[src/sv/assert_macros.svh]
// ---------------------------------------------------------------------------
// Assertion macros
// Shared concurrent assertion forms; empty when SYNTHESIS is defined.
// ---------------------------------------------------------------------------
`ifndef ASSERT_MACROS_SVH
`define ASSERT_MACROS_SVH

`ifndef SYNTHESIS
`define ASSERT_ALWAYS(lbl, clk, rst, expr) \
  lbl: assert property (@(posedge clk) disable iff (rst) (expr)) \
    else $error("assertion failed: %m");
`define ASSERT_IMPLIES(lbl, clk, rst, ante, cons) \
  lbl: assert property (@(posedge clk) disable iff (rst) (ante) |-> (cons)) \
    else $error("assertion failed: %m");
`define ASSERT_NEXT(lbl, clk, rst, ante, cons) \
  lbl: assert property (@(posedge clk) disable iff (rst) (ante) |=> (cons)) \
    else $error("assertion failed: %m");
`else
`define ASSERT_ALWAYS(lbl, clk, rst, expr)
`define ASSERT_IMPLIES(lbl, clk, rst, ante, cons)
`define ASSERT_NEXT(lbl, clk, rst, ante, cons)
`endif

`endif

[src/sv/sexp_pkg.sv]
// ---------------------------------------------------------------------------
// sexp_pkg
// Types and constants shared by the s-expression tokenizer modules.
// ---------------------------------------------------------------------------
package sexp_pkg;

  localparam int TOKEN_BUFFER_SIZE = 1024;
  localparam int MAX_CHARS_W       = 10;
  localparam logic [MAX_CHARS_W-1:0] MAX_CHARS_RESET =
    (TOKEN_BUFFER_SIZE - 1 > 1023) ? MAX_CHARS_W'(1023) : MAX_CHARS_W'(TOKEN_BUFFER_SIZE - 1);

  localparam logic [2:0] KIND_ERROR   = 3'd0;
  localparam logic [2:0] KIND_STRING  = 3'd1;
  localparam logic [2:0] KIND_NUMBER  = 3'd2;
  localparam logic [2:0] KIND_SYMBOL  = 3'd3;
  localparam logic [2:0] KIND_SPECIAL = 3'd4;

  // Result queue: must hold the two results of one request on top of two already waiting.
  localparam int OUT_DEPTH = 4;
  localparam int OUT_PTR_W = $clog2(OUT_DEPTH);
  localparam int OUT_CNT_W = $clog2(OUT_DEPTH + 1);

  typedef enum logic [1:0] {
    MODE_IDLE   = 2'd0,
    MODE_SYMBOL = 2'd1,
    MODE_STRING = 2'd2,
    MODE_NUMBER = 2'd3
  } lex_mode_t;

  typedef struct packed {
    logic [7:0] char_in;
    logic       end_of_input;
  } in_item_t;

  typedef struct packed {
    logic [2:0] token_kind;
    logic       has_char;
    logic [7:0] char_out;
    logic       token_end;
  } out_item_t;

  typedef struct packed {
    logic      v0;
    logic      v1;
    out_item_t r0;
    out_item_t r1;
  } lex_push_t;

endpackage

[src/sv/sexp_lexer_core.sv]
// ---------------------------------------------------------------------------
// sexp_lexer_core
// Lexer state and one-byte decode; yields up to two results per request.
// ---------------------------------------------------------------------------
`include "assert_macros.svh"

module sexp_lexer_core (
  input  logic                              clk,
  input  logic                              rst,
  input  logic                              accept,
  input  sexp_pkg::in_item_t                item,
  input  logic                              cfg_write_en,
  input  logic [sexp_pkg::MAX_CHARS_W-1:0]  cfg_write_data,
  output sexp_pkg::lex_push_t               push
);

  sexp_pkg::lex_mode_t                mode, mode_next;
  logic                               escape_pending, escape_pending_next;
  logic [2:0]                         current_kind, current_kind_next;
  logic [sexp_pkg::MAX_CHARS_W-1:0]   chars_in_token, chars_in_token_next;
  logic [sexp_pkg::MAX_CHARS_W-1:0]   max_token_chars;

  logic                to_idle;
  logic                room;
  logic                cap_nonzero;
  logic [7:0]          c;
  logic                c_space, c_digit, c_special, c_bslash, c_dquote;
  sexp_pkg::out_item_t char_res, close_res, err_res, spec_res;

  assign c           = item.char_in;
  assign c_space     = (c == 8'h00) || (c == 8'h20) || (c == 8'h09) ||
                       (c == 8'h0A) || (c == 8'h0D);
  assign c_digit     = (c >= 8'h30) && (c <= 8'h39);
  assign c_special   = (c == 8'h2C) || (c == 8'h27) || (c == 8'h28) || (c == 8'h29);
  assign c_bslash    = (c == 8'h5C);
  assign c_dquote    = (c == 8'h22);
  assign room        = chars_in_token < max_token_chars;
  assign cap_nonzero = max_token_chars != '0;

  always_comb begin
    char_res  = '{token_kind: current_kind, has_char: 1'b1, char_out: c, token_end: 1'b0};
    close_res = '{token_kind: current_kind, has_char: 1'b0, char_out: 8'h00, token_end: 1'b1};
    err_res   = '{token_kind: sexp_pkg::KIND_ERROR, has_char: 1'b0, char_out: 8'h00,
                  token_end: 1'b1};
    spec_res  = '{token_kind: sexp_pkg::KIND_SPECIAL, has_char: cap_nonzero,
                  char_out: cap_nonzero ? c : 8'h00, token_end: 1'b1};
  end

  always_comb begin
    mode_next           = mode;
    escape_pending_next = escape_pending;
    current_kind_next   = current_kind;
    chars_in_token_next = chars_in_token;
    to_idle             = 1'b0;
    push                = '0;
    if (accept) begin
      if (item.end_of_input) begin
        if (mode != sexp_pkg::MODE_IDLE) begin
          push.v0 = 1'b1;
          push.r0 = close_res;
          to_idle = 1'b1;
        end
      end else begin
        unique case (mode)
          sexp_pkg::MODE_STRING: begin
            if (escape_pending) begin
              escape_pending_next = 1'b0;
              if (room) begin
                push.v0             = 1'b1;
                push.r0             = char_res;
                chars_in_token_next = chars_in_token + sexp_pkg::MAX_CHARS_W'(1);
              end
            end else if (c_dquote) begin
              push.v0 = 1'b1;
              push.r0 = close_res;
              to_idle = 1'b1;
            end else if (c_bslash) begin
              escape_pending_next = 1'b1;
            end else if (room) begin
              push.v0             = 1'b1;
              push.r0             = char_res;
              chars_in_token_next = chars_in_token + sexp_pkg::MAX_CHARS_W'(1);
            end
          end
          sexp_pkg::MODE_SYMBOL, sexp_pkg::MODE_NUMBER: begin
            if (c_bslash) begin
              push.v0 = 1'b1;
              push.r0 = err_res;
              to_idle = 1'b1;
            end else if (c_space || c_special) begin
              // close the token, then handle the delimiter from idle
              push.v0 = 1'b1;
              push.r0 = close_res;
              push.v1 = c_special;
              push.r1 = spec_res;
              to_idle = 1'b1;
            end else if (mode == sexp_pkg::MODE_SYMBOL || c_digit) begin
              if (room) begin
                push.v0             = 1'b1;
                push.r0             = char_res;
                chars_in_token_next = chars_in_token + sexp_pkg::MAX_CHARS_W'(1);
              end
            end else begin
              push.v0 = 1'b1;
              push.r0 = err_res;
              to_idle = 1'b1;
            end
          end
          sexp_pkg::MODE_IDLE: begin
            if (c_bslash) begin
              push.v0 = 1'b1;
              push.r0 = err_res;
            end else if (c_dquote) begin
              mode_next           = sexp_pkg::MODE_STRING;
              current_kind_next   = sexp_pkg::KIND_STRING;
              chars_in_token_next = '0;
              escape_pending_next = 1'b0;
            end else if (c_space) begin
              mode_next = sexp_pkg::MODE_IDLE;
            end else if (c_special) begin
              push.v0 = 1'b1;
              push.r0 = spec_res;
            end else begin
              // open a number or symbol with this byte as its first character
              mode_next           = c_digit ? sexp_pkg::MODE_NUMBER : sexp_pkg::MODE_SYMBOL;
              current_kind_next   = c_digit ? sexp_pkg::KIND_NUMBER : sexp_pkg::KIND_SYMBOL;
              escape_pending_next = 1'b0;
              chars_in_token_next = cap_nonzero ? sexp_pkg::MAX_CHARS_W'(1) : '0;
              push.v0             = cap_nonzero;
              push.r0             = '{token_kind: current_kind_next, has_char: 1'b1,
                                      char_out: c, token_end: 1'b0};
            end
          end
          default: begin
            to_idle = 1'b1;
          end
        endcase
      end
      if (to_idle) begin
        mode_next           = sexp_pkg::MODE_IDLE;
        escape_pending_next = 1'b0;
        current_kind_next   = sexp_pkg::KIND_ERROR;
        chars_in_token_next = '0;
      end
    end
  end

  always_ff @(posedge clk) begin
    if (rst) begin
      mode            <= sexp_pkg::MODE_IDLE;
      escape_pending  <= 1'b0;
      current_kind    <= sexp_pkg::KIND_ERROR;
      chars_in_token  <= '0;
      max_token_chars <= sexp_pkg::MAX_CHARS_RESET;
    end else begin
      mode           <= mode_next;
      escape_pending <= escape_pending_next;
      current_kind   <= current_kind_next;
      chars_in_token <= chars_in_token_next;
      if (cfg_write_en) begin
        max_token_chars <= cfg_write_data;
      end
    end
  end

  `ASSERT_IMPLIES(a_idle_clean, clk, rst, mode == sexp_pkg::MODE_IDLE, !escape_pending && chars_in_token == '0 && current_kind == sexp_pkg::KIND_ERROR)
  `ASSERT_IMPLIES(a_esc_in_string, clk, rst, escape_pending, mode == sexp_pkg::MODE_STRING)
  `ASSERT_IMPLIES(a_second_is_special, clk, rst, push.v1, push.v0 && push.r0.token_end && push.r1.token_kind == sexp_pkg::KIND_SPECIAL)
  `ASSERT_NEXT(a_eoi_idles, clk, rst, accept && item.end_of_input, mode == sexp_pkg::MODE_IDLE)

endmodule

[src/sv/sexp_result_queue.sv]
// ---------------------------------------------------------------------------
// sexp_result_queue
// Small result queue: takes up to two results a cycle, delivers one while result_stall is low.
// ---------------------------------------------------------------------------
`include "assert_macros.svh"

module sexp_result_queue (
  input  logic                 clk,
  input  logic                 rst,
  input  sexp_pkg::lex_push_t  push,
  output logic                 full_for_pair,
  output logic                 result_valid,
  input  logic                 result_stall,
  output sexp_pkg::out_item_t  result
);

  sexp_pkg::out_item_t                 mem [sexp_pkg::OUT_DEPTH];
  logic [sexp_pkg::OUT_PTR_W-1:0]      wr_ptr, rd_ptr;
  logic [sexp_pkg::OUT_CNT_W-1:0]      count, count_next;
  logic [sexp_pkg::OUT_PTR_W-1:0]      wr_ptr_plus1;
  logic                                pop;
  logic [1:0]                          n_push;

  assign wr_ptr_plus1  = wr_ptr + sexp_pkg::OUT_PTR_W'(1);
  assign n_push        = {1'b0, push.v0} + {1'b0, push.v1};
  assign result_valid  = count != '0;
  assign result        = mem[rd_ptr];
  assign pop           = result_valid && !result_stall;
  // hold new requests unless a two-result request still fits
  assign full_for_pair = count > sexp_pkg::OUT_CNT_W'(sexp_pkg::OUT_DEPTH - 2);
  assign count_next    = count + sexp_pkg::OUT_CNT_W'(n_push)
                         - sexp_pkg::OUT_CNT_W'(pop);

  always_ff @(posedge clk) begin
    if (push.v0) begin
      mem[wr_ptr] <= push.r0;
    end
    if (push.v1) begin
      mem[wr_ptr_plus1] <= push.r1;
    end
  end

  always_ff @(posedge clk) begin
    if (rst) begin
      wr_ptr <= '0;
      rd_ptr <= '0;
      count  <= '0;
    end else begin
      wr_ptr <= wr_ptr + sexp_pkg::OUT_PTR_W'(n_push);
      if (pop) begin
        rd_ptr <= rd_ptr + sexp_pkg::OUT_PTR_W'(1);
      end
      count <= count_next;
    end
  end

  `ASSERT_ALWAYS(a_count_bound, clk, rst, count <= sexp_pkg::OUT_CNT_W'(sexp_pkg::OUT_DEPTH))
  `ASSERT_IMPLIES(a_no_overflow, clk, rst, push.v0, !full_for_pair)
  `ASSERT_NEXT(a_pop_drains, clk, rst, pop && !push.v0, count == $past(count) - sexp_pkg::OUT_CNT_W'(1))

endmodule

[src/sv/s_expression_tokenizer.sv]
// ---------------------------------------------------------------------------
// s_expression_tokenizer
// Byte-stream s-expression lexer with per-token character cap.
// ---------------------------------------------------------------------------
// Usage:
//   Input channel item_valid/item_stall/item carries one byte (or an
//   end-of-input mark) per request. Output channel result_valid/result_stall/
//   result delivers tagged token characters, token closes and errors.
//   cfg_write_en/cfg_write_data set max_token_chars; write only while idle.
// Timing:
//   One input request per cycle while item_stall is low. Each request's
//   results are registered in the result queue. A special character after
//   a symbol or number yields two results, which leave one per cycle while
//   result_stall is low; the 4-entry result queue sets how far the input may
//   run ahead, and item_stall rises once the queue holds more than two results.
// Reset (rst, synchronous): lexer returns to idle, the queue empties and
//   max_token_chars goes to 1023.
// Stall: while result_stall is high the head result holds; the input keeps
//   being taken until the queue has no room for a two-result request.
// ---------------------------------------------------------------------------
module s_expression_tokenizer (
  input  logic                              clk,
  input  logic                              rst,
  input  logic                              item_valid,
  output logic                              item_stall,
  input  sexp_pkg::in_item_t                item,
  output logic                              result_valid,
  input  logic                              result_stall,
  output sexp_pkg::out_item_t               result,
  input  logic                              cfg_write_en,
  input  logic [sexp_pkg::MAX_CHARS_W-1:0]  cfg_write_data
);

  sexp_pkg::lex_push_t push;
  logic                accept;

  assign accept = item_valid && !item_stall;

  sexp_lexer_core u_core (
    .clk            (clk),
    .rst            (rst),
    .accept         (accept),
    .item           (item),
    .cfg_write_en   (cfg_write_en),
    .cfg_write_data (cfg_write_data),
    .push           (push)
  );

  sexp_result_queue u_queue (
    .clk           (clk),
    .rst           (rst),
    .push          (push),
    .full_for_pair (item_stall),
    .result_valid  (result_valid),
    .result_stall  (result_stall),
    .result        (result)
  );

endmodule
[config.mk]
export PLATFORM = sky130hd
export DESIGN_NAME = s_expression_tokenizer
export DESIGN_NICKNAME = d
export VERILOG_FILES = /design/src/sv/sexp_pkg.sv /design/src/sv/sexp_lexer_core.sv /design/src/sv/sexp_result_queue.sv /design/src/sv/s_expression_tokenizer.sv
export VERILOG_INCLUDE_DIRS = /design/src /design/src/sv
export SDC_FILE = /design/constraint.sdc
export NUM_CORES = 1
export LEC_CHECK = 0
export ABC_AREA = 1
export BUFFER_PORTS_ARGS = -buffer_cell sky130_fd_sc_hd__buf_4
export CORE_MARGIN = 5
export CORE_UTILIZATION = 50
export DETAILED_ROUTE_END_ITERATION = 12
export PLACE_DENSITY_LB_ADDON = 0.25
export SYNTH_ARGS = -nofsm -noshare
export SYNTH_HDL_FRONTEND = slang
export SYNTH_SLANG_ARGS = --single-unit
[constraint.sdc]
create_clock -name clk -period 3.6 [get_ports clk]
set_input_delay 0.36 -clock clk [delete_from_list [all_inputs] [get_ports clk]]
set_output_delay 0.36 -clock clk [all_outputs]
set_load 0.01 [all_outputs]
==> impl_metrics.ini <==
[outcome]
outcome = completed

[die]
die_w_um = 109
start_util_pct = 50.5
coreArea_um2 = 9640
die_h_um = 109
rows = 36
dieArea_um2 = 11800
pin_count = 39

[timing]
rsz0062_at_grt = no
report.final.slew_viol_count = 0
max_freq_ghz = 0.312
slew_headroom_pct = 49.2
fin_crit_sh_pct = 89.0
whs_ns = 0.202
setup_tns_ns = 0
tightest_slew_ns = 0.761
setup_viol_count_final = 0
min_period_ns = 3.20
hold_violations = 0
fin_skew_ns = 0.0101

[placed_design]
io_buffers = 38
hpwl_um = 8780
place.gp.congestion = 0.930
post_dp_cell_area_um2 = 5280

[routing]
detail_route.iter0.violations = 277
drcViolationCount = 0
wl_per_cell_um = 14.8
num_vias = 4340
wl_um = 11800
drt_first_pass_iters = 5
vias_per_cell = 5.41
antenna_left = 0

[grt]
grt.total_usage_pct = 21.7
grt_overflow = 0
grt_max_degree = 28
antenna_found_initial = 0
grt_first_pass_wirelength_um = 19900
grt_pass1_vias = 4156

[synth]
yosysSeqAreaShare_pct = 44.4
yosys_warnings = 0
synth_nets = 667
synthesis.instances = 627
avgSynthCellArea_um2 = 7.76
synth_cell_type_count = 33
synth-seq-cells = 86
syn_area_um2 = 4870

[hold_path]
hold_class = in2reg
min_from = cfg_write_data[2]

[clock_tree]
worstSkewPairLatency_ns = 0.37
cts_made_buffers = 9
cts_sinks = 86
cts_tree = done
postCtsHoldBufs = 0
clkSlewWorstSetupHoldPaths_ns = 0.09
post-cts-setup-buffers = 0
clockBufferDepth = 2
cts_root_buf = clkbuf_8
cts_resized = 0
cts.htree.levels = 3

[power_and_ir_drop]
p_leak_nw = 2.43
vdd_drop_max_v = 0.000240
p_sw_share_pct = 36.2
powerDensity_nw_per_um2 = 552
internal_power_mw = 1.94
seq_power_share_pct = 40.9
combPwrFrac_pct = 33.9
clkPwrFrac_pct = 25.2
switchingPower_mw = 1.10

[worst_setup_path]
rr_startpoint = u_core.chars_in_token[5]$_SDFFE_PP0P_
crit_fanout = 7
arrival_ns = 3.47
setup.worst_path.end_class = register
critPathKind = reg2reg
worstSetupStartpoint = u_core.chars_in_token[5]$_SDFFE_PP0P_
crit_required_ns = 3.87
worstSetupStartpointType = register

[layout]
antenna_cells = 0
drive_gt1_share_pct = 14.9
layout_commonest_cell = nand2_1
design_area_um2 = 5500
final_net_count = 704
area_delta_synth_final_pct = 13.0
mostFrequentLayoutCells = nand2_1 (118), nor2_1 (85), inv_1 (66)
nFillCells = 945

[run]
cap_viol_max_count = 0
[flip-flops by register name, summed over array words and instances (netlist names), named ones only]
name                    cells
u_queue.wr_ptr              2
u_queue.rd_ptr              2
u_core.chars_in_token      10
u_queue.count               3
u_queue.mem                52
u_core.max_token_chars     10
u_core.escape_pending       1
u_core.current_kind         2
u_core.mode                 2
[cells by family after synthesis]
family | Yosys count | share of synthesized area, %
AOI/OAI and AO/OA | 137 | 15.2
xor gates and xnor gates | 9 | 1.62
adders and majority gates | 16 | 4.27
buffers and inverters | 88 | 7.17
DFF | 86 | 44.4
and+or+nand+nor | 291 | 27.3
[worst paths after layout]
| path | to | depth (start not counted) | slack, ns |
|---|---|---|---|
| hold / removal | u_core.max_token_chars[2]$_SDFFE_PP1P_ | 3 | 0.20 |
| hold reg to reg | u_queue.rd_ptr[1]$_SDFFE_PP0P_ | 2 | 0.48 |
| setup reg to reg | u_queue.count[2]$_SDFF_PP0_ | 21 | 0.40 |
| setup / recovery | u_queue.count[2]$_SDFF_PP0_ | 21 | 0.40 |
[stage by stage]
stage	cells	total power [mW]	utilization (%)	worst slack, ns
3_3_place_gp	786	2.26	54.8	0.530
3_5_place_dp	786	2.30	54.8	0.409
6_report	802	3.03	57.1	0.396
4_1_cts	802	3.05	57.1	0.393
2_1_floorplan	627	1.93	-	0.724
5_1_grt	802	3.24	57.1	0.0689
[worst max-delay path, cell delays in order (launching register included)]
cell	delay (ns)
dfxtp_1	0.44
ha_1	0.29
nand2_1	0.08
inv_1	0.04
nand2_1	0.05
nand2_1	0.04
nand2_1	0.06
nand3_1	0.17
nor2_1	0.22
nor2_1	0.06
o21ai_1	0.07
nand2_1	0.10
nand2_4	0.12
nand2_1	0.06
inv_1	0.09
ha_1	0.19
inv_1	0.05
ha_1	0.26
inv_1	0.05
fa_1	0.43
o21ai_0	0.17
a21oi_1	0.05
[layout make-up]
class / count / area (um^2) / area share [%]
Clock inverter: 7 / 97.6 / 1.77
Multi-Input combinational cell: 453 / 2360 / 42.9
Tap cell: 133 / 166 / 3.03
Sequential cell: 86 / 2160 / 39.3
Inverter: 70 / 263 / 4.78
Timing Repair Buffer: 44 / 330 / 6.01
Clock buffer: 9 / 124 / 2.25
[cells in the mapped netlist, drive strengths merged]
cell type	instances	area share, %
nand3	46	5.8
nor4	3	0.39
a21o	1	0.15
buf	6	0.85
o22ai	12	1.5
fa	1	0.41
nor3	14	1.5
ha	15	3.9
nor2	91	7.3
edfxtp	44	27
xnor2	2	0.36
nand2	131	11
dfxtp	42	17
clkbuf	12	0.93
nand4	6	1.0
a21oi	49	5.5
xor2	7	1.3
inv	70	5.4
o21ai	75	8.0
[metal layers]
metal	global-route usage, %	wire, um	vias to the layer above
li1	-	-	2181
met1	26.7	5120	2025
met3	3.61	567	25
met2	37.7	5890	109
met5	0	0	-
met4	8.75	265	0
[power by group through the flow]
stage | registers, mW | logic, mW | clock network, mW
after global placement | 1.26 | 1.01 | 0
after CTS | 1.24 | 1.04 | 0.775
final | 1.24 | 1.03 | 0.765
after global routing | 1.25 | 1.17 | 0.815
after detailed placement | 1.26 | 1.03 | 0
after floorplan | 1.24 | 0.695 | 0
No activity file was read; power rests on OpenSTA's default activity.
